## src/rtl/mvm_pkg.sv

```systemverilog
package mvm_pkg;

	// Defaults for the top-level parameters
	localparam int MAX_ROWS_DEF   = 64;
	localparam int MAX_COLS_DEF   = 64;
	localparam int DATA_WIDTH_DEF = 16;

	// Fixed field widths
	localparam int IDX_W   = 6;
	localparam int PADDR_W = 5;

	// Item operation codes
	localparam logic [1:0] OP_LOAD_A = 2'd0;
	localparam logic [1:0] OP_LOAD_X = 2'd1;
	localparam logic [1:0] OP_LOAD_Y = 2'd2;
	localparam logic [1:0] OP_START  = 2'd3;

	// Register indexes (byte address / 4)
	localparam logic [2:0] REG_ROWS  = 3'd0;
	localparam logic [2:0] REG_COLS  = 3'd1;
	localparam logic [2:0] REG_ALPHA = 3'd2;
	localparam logic [2:0] REG_ADD   = 3'd3;
	localparam logic [2:0] REG_FRAC  = 3'd4;

	typedef struct packed {
		logic [6:0]         rows;
		logic [6:0]         cols;
		logic signed [15:0] alpha;
		logic               add_mode;
		logic [3:0]         frac;
	} cfg_t;

	localparam cfg_t CFG_RESET = '{
		rows:     7'd64,
		cols:     7'd64,
		alpha:    16'sd256,
		add_mode: 1'b0,
		frac:     4'd8
	};

	// Position of one multiply-accumulate step within a run
	typedef struct packed {
		logic [IDX_W-1:0] row;
		logic             first_col;
		logic             last_col;
		logic             last_row;
	} tag_t;

	// Side information that goes with each result
	typedef struct packed {
		logic [IDX_W-1:0] row;
		logic             last_of_run;
		logic             saturated;
	} res_info_t;

endpackage

```

## src/rtl/mvm_scale.sv

```systemverilog
module mvm_scale #(
	parameter int DATA_WIDTH = mvm_pkg::DATA_WIDTH_DEF,
	parameter int ACC_W      = 2 * mvm_pkg::DATA_WIDTH_DEF + 6
) (
	input  logic                         clk,
	input  logic                         arst_n,
	input  logic                         en,
	input  mvm_pkg::cfg_t                cfg,
	input  logic                         v_in,
	input  logic signed [ACC_W-1:0]      dot,
	input  logic signed [DATA_WIDTH-1:0] y_in,
	input  mvm_pkg::tag_t                tag_in,
	output logic                         vld,
	output logic signed [DATA_WIDTH-1:0] value,
	output mvm_pkg::res_info_t           info
);
	import mvm_pkg::*;

	// Clamped shifted dot product: +-2^(DW+15) already forces saturation
	localparam int D_W = DATA_WIDTH + 17;
	localparam int P_W = D_W + 16;
	localparam int WC  = (ACC_W > D_W) ? ACC_W : D_W;
	localparam int SW  = P_W + 1;
	localparam logic signed [WC-1:0] LIM  = WC'(1) <<< (DATA_WIDTH + 15);
	localparam logic signed [WC-1:0] NLIM = -LIM;
	localparam logic signed [SW-1:0] HI   = (SW'(1) <<< (DATA_WIDTH - 1)) - SW'(1);
	localparam logic signed [SW-1:0] LO   = -HI - SW'(1);

	logic signed [ACC_W-1:0]      dsh;
	logic signed [WC-1:0]         dwide;
	logic signed [D_W-1:0]        dclamp;
	logic signed [P_W-1:0]        psh;
	logic signed [DATA_WIDTH-1:0] yadd;
	logic signed [SW-1:0]         sum;
	logic signed [DATA_WIDTH-1:0] res;
	logic                         sat;

	logic                         v_s4;
	logic signed [D_W-1:0]        d_s4;
	logic signed [DATA_WIDTH-1:0] y_s4;
	tag_t                         tag_s4;
	logic                         v_s5;
	logic signed [P_W-1:0]        p_s5;
	logic signed [DATA_WIDTH-1:0] y_s5;
	tag_t                         tag_s5;
	logic                         vld_q;
	logic signed [DATA_WIDTH-1:0] value_q;
	res_info_t                    info_q;

	// First rescale and clamp
	always_comb begin
		dsh   = dot >>> cfg.frac;
		dwide = WC'(dsh);
		if (dwide > LIM) begin
			dclamp = D_W'(LIM);
		end else if (dwide < NLIM) begin
			dclamp = D_W'(NLIM);
		end else begin
			dclamp = D_W'(dwide);
		end
	end

	// Second rescale, optional add of stored y, saturation
	always_comb begin
		psh  = p_s5 >>> cfg.frac;
		yadd = cfg.add_mode ? y_s5 : '0;
		sum  = SW'(psh) + SW'(yadd);
		if (sum > HI) begin
			res = DATA_WIDTH'(HI);
			sat = 1'b1;
		end else if (sum < LO) begin
			res = DATA_WIDTH'(LO);
			sat = 1'b1;
		end else begin
			res = DATA_WIDTH'(sum);
			sat = 1'b0;
		end
	end

	// Valid bits
	always_ff @(posedge clk or negedge arst_n) begin
		if (!arst_n) begin
			v_s4  <= 1'b0;
			v_s5  <= 1'b0;
			vld_q <= 1'b0;
		end else if (en) begin
			v_s4  <= v_in;
			v_s5  <= v_s4;
			vld_q <= v_s5;
		end
	end

	// Payload stages: clamp, alpha multiply, output register
	always_ff @(posedge clk) begin
		if (en) begin
			d_s4    <= dclamp;
			y_s4    <= y_in;
			tag_s4  <= tag_in;
			p_s5    <= d_s4 * cfg.alpha;
			y_s5    <= y_s4;
			tag_s5  <= tag_s4;
			value_q <= res;
			info_q  <= '{row: tag_s5.row, last_of_run: tag_s5.last_row, saturated: sat};
		end
	end

	assign vld   = vld_q;
	assign value = value_q;
	assign info  = info_q;

endmodule

```

## config.mk

```make
export PLATFORM = sky130hd
export DESIGN_NAME = mvm_scale
export DESIGN_NICKNAME = d
export VERILOG_FILES = /design/src/rtl/mvm_pkg.sv /design/src/rtl/mvm_scale.sv
export SDC_FILE = /design/constraint.sdc
export NUM_CORES = 2
export LEC_CHECK = 0
export BUFFER_PORTS_ARGS = -buffer_cell sky130_fd_sc_hd__buf_2
export CAP_MARGIN = 25
export CORE_MARGIN = 1.5
export CORE_UTILIZATION = 55
export CTS_BUF_LIST = sky130_fd_sc_hd__clkbuf_4 sky130_fd_sc_hd__clkbuf_8
export CTS_CLUSTER_DIAMETER = 150
export DETAILED_ROUTE_END_ITERATION = 8
export GPL_ROUTABILITY_DRIVEN = 0
export GPL_TIMING_DRIVEN = 0
export PLACE_DENSITY_LB_ADDON = 0.3
export SYNTH_ARGS = -nofsm -noshare
export SYNTH_HDL_FRONTEND = slang
export SYNTH_SLANG_ARGS = --single-unit
export TNS_END_PERCENT = 5
```

## constraint.sdc

```tcl
create_clock -name clk -period 8.6 [get_ports clk]
set_input_delay 0.43 -clock clk [delete_from_list [all_inputs] [get_ports clk]]
set_output_delay 0.43 -clock clk [all_outputs]
set_load 0.05 [all_outputs]
```

==> reports/results.tsv <==
metric	value	unit
synthesis warning total	0	
Post-synth top cells	inv_1, fa_1, nand2_1	
I/O pin count	127	
max cap viols	0	
# rows	86	
instance count on the critical path	24	
max frequency	123	MHz
Reg-to-Reg End	p_s5[46]	
status	completed	
Max FO, Critical Path	10	
area added between synthesis and finish	6.28	%
Worst setup SP type	flop	
Reg2Reg Setup Slack	0.45	ns
Max Slew Vio Count	0	
Root Driver	clkbuf_8	
Synth area leader	fa_1	
top cells by area, synth	fa_1, edfxtp_1, inv_1	
hpwl dp	74.0	mm
Worst Path Arrival	8.39	ns
WP data required	8.84	ns
RSZ-0062 raised after global routing	false	
drt first pass iters	6	
Inst Count DP	4183	
Setup TNS Final	0	ns
Final setup viols	0	
TritonCTS Buffers	17	
Tcrit/Tclk final	0.948	
WS Path Type	flop to flop	
reg2reg start	d_s4[7]	
number of synthesized flops with an enable pin	152	
Hold EP	y_s4[14]	
GRT Total Usage	0.322	
slowest CP cell	edfxtp_1	
syn nets	4094	
synthesized cell area	30700	um^2
CP most frequent cell	fa_1	
Hold Path Class	primary input to flop	
Cell Count, Final, Fillers Out	4220	
area of the core	55100	um^2
Crit. End Element	flop	
antenna viol nets, final	0	
clock sink count	155	
final core occ	0.592	
CTS tree	done	
Post-Route WL	88.9	mm
worst-path cell chain	clkbuf_1 > nand2_1 > fa_1 > inv_1 > fa_1 > inv_1 > fa_1 > inv_1 > fa_1 > fa_1 > inv_1 > fa_1 > inv_1 > ha_1 > and3_1 > nand3_1 > or4_1 > a21boi_0 > o211ai_1 > o21ai_0 > o41a_1 > a31o_2 > nor4b_1 > a211o_1	
initial antenna violation count	2	
largest net degree at the start of global routing	105	
sequential share of the synthesized area	0.151	
port bufs	107	
Mapped Cells	3326	
Avg Cell Area, Syn	9.22	um^2
count of different cell masters after synthesis	84	
Clock Path Buffers	2	
total gr overflow	0	
Hold Startpoint	y_in[14]	
vias in the first global route	25300	
Die Footprint	57200	um^2
Synth Flop Type	edfxtp_1	
Worst Skew	0.0214	ns
initial core utilization	0.557	
Worst-Skew Late Latency	0.49	ns
fin nets	4223	
Reg2Reg Depth	24	
async set-reset flop share out of synthesis	0.0194	
post-synth top area share	0.327	
share of cells above drive strength 1	0.0807	
endpoints failing hold	0	
post_cts resized	0	
DRC	0	
worst hold slack	0.117	ns
DRT iter0 DRCs	2385	
Yosys reg bits	155	
WP buf/inv	6	
Worst-path clk slew	0.11	ns
max incr delay on CP	0.69	ns
Vias/cell	5.85	
Tmin final	8.15	ns
Die Span Y	239	um
Worst Tran Pin Value	0.933	ns
WHS Path Cells	1	
Horiz. Die Dim	239	um
Crit path max-delay family	adder cells	
Slew HR	0.378	
first-pass GRT wire length	140	mm
per-cell routed wire length	21.1	um
routed vias	24700	
most frequent cell after synthesis	inv_1	
H-tree levels	4	
==> cell families (layout without fill, tap and decap cells) <==
| kind of cell | count (synthesis) | in the layout | share of synthesized area |
|---|---|---|---|
| compound gates | 448 | 448 | 0.0968 |
| xor+xnor | 83 | 83 | 0.0237 |
| fa+ha+maj | 666 | 666 | 0.394 |
| buf+inv | 773 | 915 | 0.0964 |
| flops | 155 | 155 | 0.151 |
| mux | 130 | 130 | 0.0697 |
| other cells | 0 | 4 | 0 |
| simple gates | 1071 | 1071 | 0.168 |
==> cell usage in the layout (no fill, tap or decap), drive strengths merged, types with 92 or more instances in the layout <==
cell and n:
a21oi 125, and2 242, buf 143, clkbuf 154, edfxtp 152, fa 501
ha 165, inv 612, nand2 501, nor2 136, o21ai 92
==> state kept, by name, indices dropped and copies added, names as in the netlist, 7 cells and up <==
| name | cells |
|---|---|
| p_s5 | 49 |
| d_s4 | 33 |
| value | 16 |
| y_s4 | 16 |
| y_s5 | 16 |
| info | 8 |
| tag_s4 | 7 |
| tag_s5 | 7 |
==> routing by layer <==
layer,track usage,vias up,part of all wire
met5,0,-,0
met4,0.151,0,0.054
met3,0.0678,283,0.10
met2,0.523,1358,0.46
met1,0.415,12100,0.39
li1,-,11000,-
==> cell type report <==
class,instances,area (um^2)
clock buffers,20,269
inverters,605,2270
flip-flops and latches,155,4640
fillers,4906,22500
diodes,4,10.0
plain buffers,168,684
multi-input cells,2398,23100
clock inverters,12,105
repair buffers,110,607
well taps,748,936
==> worst max path at each step <==
stage / startpoint / endpoint / slack [ns]
floorplan: cfg[20] / p_s5[42] / 1.54
global placement: cfg[20] / p_s5[46] / 0.18
detailed placement: cfg[20] / p_s5[46] / 0.15
CTS: d_s4[7] / p_s5[46] / 0.50
global route: d_s4[7] / p_s5[46] / 0.01
finish: d_s4[7] / p_s5[46] / 0.45
==> metrics by stage <==
stage / instance area (um^2) / setup slack, ns
global placement: 32100 / 0.179
floorplan: 30700 / 1.54
finish: 32600 / 0.446
global route: 32600 / 0.0126
CTS: 32600 / 0.505
detailed placement: 32200 / 0.149
==> what timing repair did <==
item	4_1_cts	5_1_grt
endpoints found under the hold margin	3	0
hold buffers	1	0
setup buffers	0	0
Power is not shown: default switching activity piles up to over one toggle a cycle in this logic, so the estimate is an artifact.
