`src/rtl/mvm_pkg.sv`:
```
package mvm_pkg;

	// Defaults for the top-level parameters
	localparam int MAX_ROWS_DEF   = 64;
	localparam int MAX_COLS_DEF   = 64;
	localparam int DATA_WIDTH_DEF = 16;

	// Fixed field widths
	localparam int IDX_W   = 6;
	localparam int PADDR_W = 5;

	// Item operation codes
	localparam logic [1:0] OP_LOAD_A = 2'd0;
	localparam logic [1:0] OP_LOAD_X = 2'd1;
	localparam logic [1:0] OP_LOAD_Y = 2'd2;
	localparam logic [1:0] OP_START  = 2'd3;

	// Register indexes (byte address / 4)
	localparam logic [2:0] REG_ROWS  = 3'd0;
	localparam logic [2:0] REG_COLS  = 3'd1;
	localparam logic [2:0] REG_ALPHA = 3'd2;
	localparam logic [2:0] REG_ADD   = 3'd3;
	localparam logic [2:0] REG_FRAC  = 3'd4;

	typedef struct packed {
		logic [6:0]         rows;
		logic [6:0]         cols;
		logic signed [15:0] alpha;
		logic               add_mode;
		logic [3:0]         frac;
	} cfg_t;

	localparam cfg_t CFG_RESET = '{
		rows:     7'd64,
		cols:     7'd64,
		alpha:    16'sd256,
		add_mode: 1'b0,
		frac:     4'd8
	};

	// Position of one multiply-accumulate step within a run
	typedef struct packed {
		logic [IDX_W-1:0] row;
		logic             first_col;
		logic             last_col;
		logic             last_row;
	} tag_t;

	// Side information that goes with each result
	typedef struct packed {
		logic [IDX_W-1:0] row;
		logic             last_of_run;
		logic             saturated;
	} res_info_t;

endpackage

```
`src/rtl/mvm_regs.sv`:
```
module mvm_regs (
	input  logic                        clk,
	input  logic                        arst_n,
	input  logic                        psel,
	input  logic                        penable,
	input  logic                        pwrite,
	input  logic [mvm_pkg::PADDR_W-1:0] paddr,
	input  logic [31:0]                 pwdata,
	output logic [31:0]                 prdata,
	output logic                        pready,
	output mvm_pkg::cfg_t               cfg
);
	import mvm_pkg::*;

	logic [2:0] idx;
	logic       wr;
	cfg_t       cfg_q;

	assign idx    = paddr[PADDR_W-1:2];
	assign wr     = psel && penable && pwrite;
	assign pready = 1'b1;
	assign cfg    = cfg_q;

	// Register writes, masked to each field
	always_ff @(posedge clk or negedge arst_n) begin
		if (!arst_n) begin
			cfg_q <= CFG_RESET;
		end else if (wr) begin
			unique case (idx)
				REG_ROWS:  cfg_q.rows     <= pwdata[6:0];
				REG_COLS:  cfg_q.cols     <= pwdata[6:0];
				REG_ALPHA: cfg_q.alpha    <= signed'(pwdata[15:0]);
				REG_ADD:   cfg_q.add_mode <= pwdata[0];
				REG_FRAC:  cfg_q.frac     <= pwdata[3:0];
				default:   ;
			endcase
		end
	end

	// Read back
	always_comb begin
		unique case (idx)
			REG_ROWS:  prdata = {25'd0, cfg_q.rows};
			REG_COLS:  prdata = {25'd0, cfg_q.cols};
			REG_ALPHA: prdata = {16'd0, cfg_q.alpha};
			REG_ADD:   prdata = {31'd0, cfg_q.add_mode};
			REG_FRAC:  prdata = {28'd0, cfg_q.frac};
			default:   prdata = 32'd0;
		endcase
	end

endmodule

```
`config.mk`:
```
export PLATFORM = sky130hd
export DESIGN_NAME = mvm_regs
export DESIGN_NICKNAME = d
export VERILOG_FILES = /design/src/rtl/mvm_pkg.sv /design/src/rtl/mvm_regs.sv
export SDC_FILE = /design/constraint.sdc
export NUM_CORES = 1
export LEC_CHECK = 0
export ABC_AREA = 1
export BUFFER_PORTS_ARGS = -buffer_cell sky130_fd_sc_hd__buf_2
export CORE_MARGIN = 10
export CORE_UTILIZATION = 34
export CTS_CLUSTER_SIZE = 8
export DETAILED_ROUTE_END_ITERATION = 16
export GPL_TIMING_DRIVEN = 0
export PLACE_DENSITY = 0.62
export SLEW_MARGIN = 5
export SYNTH_ARGS = -nofsm -noshare
export SYNTH_HDL_FRONTEND = slang
export SYNTH_SLANG_ARGS = --single-unit
```
`constraint.sdc`:
```
create_clock -name clk -period 1.8 [get_ports clk]
set_input_delay 0.36 -clock clk [delete_from_list [all_inputs] [get_ports clk]]
set_output_delay 0.36 -clock clk [all_outputs]
set_load 0.01 [all_outputs]
```
==> results of run 1 <==
-- report_power, final --
| group | switching, W | internal [W] | total, W |
|---|---|---|---|
| Combinational | 0.000371 | 0.000247 | 0.000618 |
| Clock | 0.000292 | 0.000448 | 0.000741 |
| Sequential | 0.000108 | 0.000958 | 0.00107 |
| Total | 0.000771 | 0.00165 | 0.00242 |
-- how the worst max path moves through the flow --
| stage | startpoint | endpoint | slack (ps) | depth (start not counted) |
|---|---|---|---|---|
| global placement | paddr[4] | prdata[2] | 5 | 7 |
| floorplan | paddr[4] | prdata[10] | 310 | 5 |
| global route | paddr[3] | prdata[0] | -30 | 7 |
| detailed placement | paddr[4] | prdata[2] | -0.9 | 7 |
| finish | paddr[3] | prdata[0] | 70 | 7 |
| CTS | paddr[3] | prdata[0] | 70 | 7 |
-- synth_stat cells (2+ instances only) --
library cell / instances
buf_2: 2
buf_4: 20
clkbuf_1: 2
conb_1: 2
dfrtp_1: 31
dfstp_2: 4
inv_1: 16
nand2_1: 75
nand3_1: 17
nand4_1: 3
nor2_1: 14
nor2_2: 2
nor2_8: 2
o21ai_0: 31
o21ai_1: 5
-- worst register-to-register path, stage by stage (launching register included) --
cell and delay, ps:
dfstp_2 530, inv_1 40, o21ai_0 160
-- cell usage in the layout, fill, tap and decap left out, types with 4 or more instances in the layout --
cell      count
nor2_1       13
buf_4        20
buf_2        74
clkbuf_8      6
o21ai_1       5
inv_1        16
o21ai_0      31
nand2_1      75
conb_1       17
nand3_1      17
dfrtp_1      31
dfstp_2       4
-- layout make-up --
class	instances	area [um2]	share of cell area, %
Buffer	25	178.9	7.270
Timing Repair Buffer	72	360.3	14.64
Multi-Input combinational cell	170	775.7	31.52
Tap cell	70	87.58	3.559
Sequential cell	35	880.8	35.79
Clock inverter	2	35.03	1.423
Clock buffer	6	82.58	3.355
Inverter	16	60.06	2.440
-- metrics by stage --
step	utilization, %	instance area [um2]	setup TNS [ps]	setup WS, ps
floorplan	-	1893	0	311.0
global placement	45.26	2341	0	5.394
detailed placement	45.26	2341	-0.9267	-0.9267
CTS	47.58	2461	0	69.91
global route	47.58	2461	-50.19	-25.97
finish	47.58	2461	0	74.72
-- repair_timing --
item | in CTS | in global routing
buffers inserted | 0 | 0
endpoints found under the setup margin | 2 | 3
resized for setup | 1 | 0
-- routing by layer --
layer	wire length (um)	track usage, %
met5	0	0
met4	46	3.470
met3	559	6.235
met2	2571	21.00
met1	2449	14.93
-- cell families after synthesis --
group                  count (synthesis)  share of synthesized area (%)
AOI/OAI and AO/OA                     36                          9.809
and+or+nand+nor                      117                          28.81
other                                  2                         0.4089
DFF                                   35                          47.96
buffers and inverters                 41                          13.01
==> flow_summary.ini, run 1 <==
[pwr]
p_leak_nw = 1.421
power_w = 0.002424
ir_worst_vdd_mv = 0.4192
p_per_area_nw_per_um2 = 985.0

[synth]
synth_edf_count = 0
async_flop_share_pct = 100.0
ys.flop_type = dfrtp_1
netlist_area_um2 = 1837
yosysTopAreaCellShare_pct = 42.23
yosysUniqueCellTypes = 20
synthCells = 231
synth.area.top_cells = dfrtp_1 42%, nand2_1 15%, o21ai_0 8.4%
synth_top_area_cell = dfrtp_1
ys_ff_latch = 35
synth-seq-area-share_pct = 47.96
avgSynthCellArea_um2 = 7.951
synth_warnings = 0

[cts]
cts_root_buf = clkbuf_8
clock_path_buffers = 2
clk_pin_slew_worst_paths_ps = 70
cts.sink_count = 35
clk_latency_ps = 280
cts_tree = done
numCtsBuffers = 5
hold_buffers = 0
cts-htree-levels = 2

[global_routing]
grt_max_degree = 36
grt_pass1_wl_mm = 9.108
grt_use_total_pct = 12.96
antenna_found_initial = 0
grt-ovfl-total = 0
grt_pass1_vias = 1814

[run]
drv_cap = 0

[run_status]
outcome = complete, no violations

[placement]
port-buffer-count = 72
gp_congestion = 0.7696
dp_hpwl_mm = 4.345
placed_cells = 388

[drt]
drt_pass1_iterations = 4
routed_via_density = 4.348
wire_per_inst_um = 14.21
drtIter0Drc = 114
wirelength_mm = 5.626
ant_nets = 0
drc = 0
vias = 1722

[hold_path]
hold_path.class = in2async

[timing]
drv_slew = 0
skew_ps = 0
fin_crit_ps = 1725
fmax_mhz = 579.6
slew_headroom_pct = 47.26
hold_slack_ps = 151.7
grt_setup_unrepaired = yes
setup_viol_count_final = 0
finalCritPeriodShare_pct = 95.85
worst_slew_pin_slew_ps = 791.2
final_hold_viol_count = 0

[cells_and_area]
largest_reg_flops = 35
n_fill_cell = 535
final_cells = 396
area_growth_pct = 33.99
antenna_cells = 0
drive_gt1_share_pct = 35.58
final_nets = 367

[setup_path]
worstPathArrival_ps = 1370
r2r_slack_ps = 990
start_kind = input pin
worstSetupPathType = in2out
path_delay_family = buffers and inverters
critical_path.cell_chain = buf_2, inv_1, nand3_2, nor2_1, nor2_1, nand2_1, buf_2
cp-end-kind = output pin
cp_max_fo = 9
reg2reg_to = cfg[13]
timing.critical_path.buf_inv = 3
r2r_cells = 2
slowest_stage = nand3_2
crit_required_ps = 1440
r2r-start = cfg[13]
critical-path-max-stage-delay_ps = 250

[floorplanning]
die_area_um2 = 8742
coreArea_um2 = 5172
fp.dieH_um = 93.50
die_w_um = 93.50
start_util_pct = 35.51
rows = 26
ios = 110
No activity file was read; power rests on OpenSTA's default activity.
==> run 2, diff against run 1 <==
- REMOVE_ABC_BUFFERS: default -> 1
==> run 2 against run 1 <==
Sequential share of layout area up 2.9 points. Die area unchanged. Global-route usage fell by 0.57 points. Core utilization shrank 3.6 points. Sequential cell count did not move. Worst setup slack lost 19 ps. Count of clock-buffer cells in the layout up 2. Largest power group unchanged. Highest routed layer unchanged.
==> flow_summary.ini, run 2 (synthesized netlist as in run 1, its figures left out) <==
[timing]
slew_headroom_pct = 47.15
tns_ps = 0
grt_setup_unrepaired = yes
fin_crit_ps = 1744
drv_slew = 0
setup_slack_ps = 56.10
setup_viol_count_final = 0
fmax_mhz = 573.4
hold_slack_ps = 146.2
finalCritPeriodShare_pct = 96.88
skew_ps = 0
final_hold_viol_count = 0
worst_slew_pin_slew_ps = 792.8

[global_routing]
grt_pass1_wl_mm = 8.652
grt-ovfl-total = 0
grt_max_degree = 36
grt_use_total_pct = 12.39
grt_pass1_vias = 1791
antenna_found_initial = 0

[setup_path]
crit_required_ps = 1440
cp_max_fo = 7
worstSetupPathType = in2out
worstPathArrival_ps = 1380
cp-end-kind = output pin
start_kind = input pin

[placement]
pre_cts_ws_ps = -418.1
dp_hpwl_mm = 4.039
gp_congestion = 0.8222
placed_cells = 365
port-buffer-count = 74

[cts]
cts_tree = done
cts_root_buf = clkbuf_8
cts_setup_buffers = 0
clk_latency_ps = 290
numCtsBuffers = 5
clk_pin_slew_worst_paths_ps = 80
clock_path_buffers = 2
cts.sink_count = 35
cts-htree-levels = 2

[pwr]
p_leak_nw = 1.299
p_per_area_nw_per_um2 = 1001
ir_worst_vdd_mv = 0.4804

[drt]
drtIter0Drc = 68
drt-met1-wl_mm = 2.357
routed_via_density = 4.453
wirelength_mm = 5.390
vias = 1661
dr_wl_met2_mm = 2.563
wl_met3_um = 406
ant_nets = 0
wire_per_inst_um = 14.45
highest_layer = met4
drt_pass1_iterations = 4
drc = 0

[cells_and_area]
finish.utilization_pct = 44.03
largest_reg_flops = 35
drive_gt1_share_pct = 31.02
final_nets = 344
register_area_um2 = 880.8
final_common_cell = nand2_1
antenna_cells = 0
layout_common_cells = 75 x nand2_1, 74 x buf_2, 31 x o21ai_0, 31 x dfrtp_1, 17 x conb_1
n_fill_cell = 545
multi_input_area_um2 = 778.2
final_cells = 373
area_growth_pct = 23.98

[run]
drv_cap = 0

[floorplanning]
rows = 26
die_w_um = 93.50
coreArea_um2 = 5172
fp.dieH_um = 93.50
ios = 110
die_area_um2 = 8742
start_util_pct = 35.51

[run_status]
outcome = complete, no violations

[hold_path]
hold_path.class = in2async
## run 2: final timing paths
path                             endpoint  slack (ps)  cells past startpoint        from
worst max-delay path            prdata[1]          60                      7    paddr[4]
worst min-delay path               cfg[4]         150                      1      arst_n
worst max register to register    cfg[13]        1000                      2     cfg[13]
worst min register to register     cfg[3]         490                      2      cfg[3]
max in group asynchronous         cfg[10]        1140                      1      arst_n
min in group clk                  cfg[19]         280                      3  pwdata[14]
## run 2: stage by stage
stage	power (W)	area, um2
final	0.002280	2277
after global routing	0.002441	2277
after CTS	0.002325	2277
after detailed placement	0.001676	2172
after global placement	0.001659	2172
after floorplan	0.001351	1714
## run 2: area by class of cell
class                   count  area share [%]
clock buffers               8           4.396
inverters                  16           2.637
multi-input cells         170           34.18
flip-flops and latches     35           38.68
well taps                  70           3.846
repair buffers             74           16.26
## run 2: where the power goes
| group | internal, W | leakage (nW) | total [W] | switching [W] |
|---|---|---|---|---|
| clock | 0.000349 | 0.0515 | 0.000632 | 0.000283 |
| sequential | 0.000958 | 0.427 | 0.00107 | 0.000107 |
| combinational | 0.000219 | 0.820 | 0.000582 | 0.000363 |
## run 2: per-layer routing
layer  vias to the layer above  global-route usage [%]
met5                         -                       0
met4                         0                   4.242
met3                         6                   4.396
met2                        60                   20.13
met1                       754                   14.80
li1                        841                       -
## run 2: repair_timing
| action | 4_1_cts | 5_1_grt |
|---|---|---|
| gates resized for setup | 1 | 0 |
| hold buffers | 0 | 0 |
| cloned | 0 | 0 |
| setup endpoints to repair | 16 | 5 |
## run 2: worst max-delay path, cell delays in order
cell	delay [ps]
buf_2	160
inv_1	120
nand2_1	60
nor2_1	310
nand2_1	120
nand4_1	110
buf_2	140
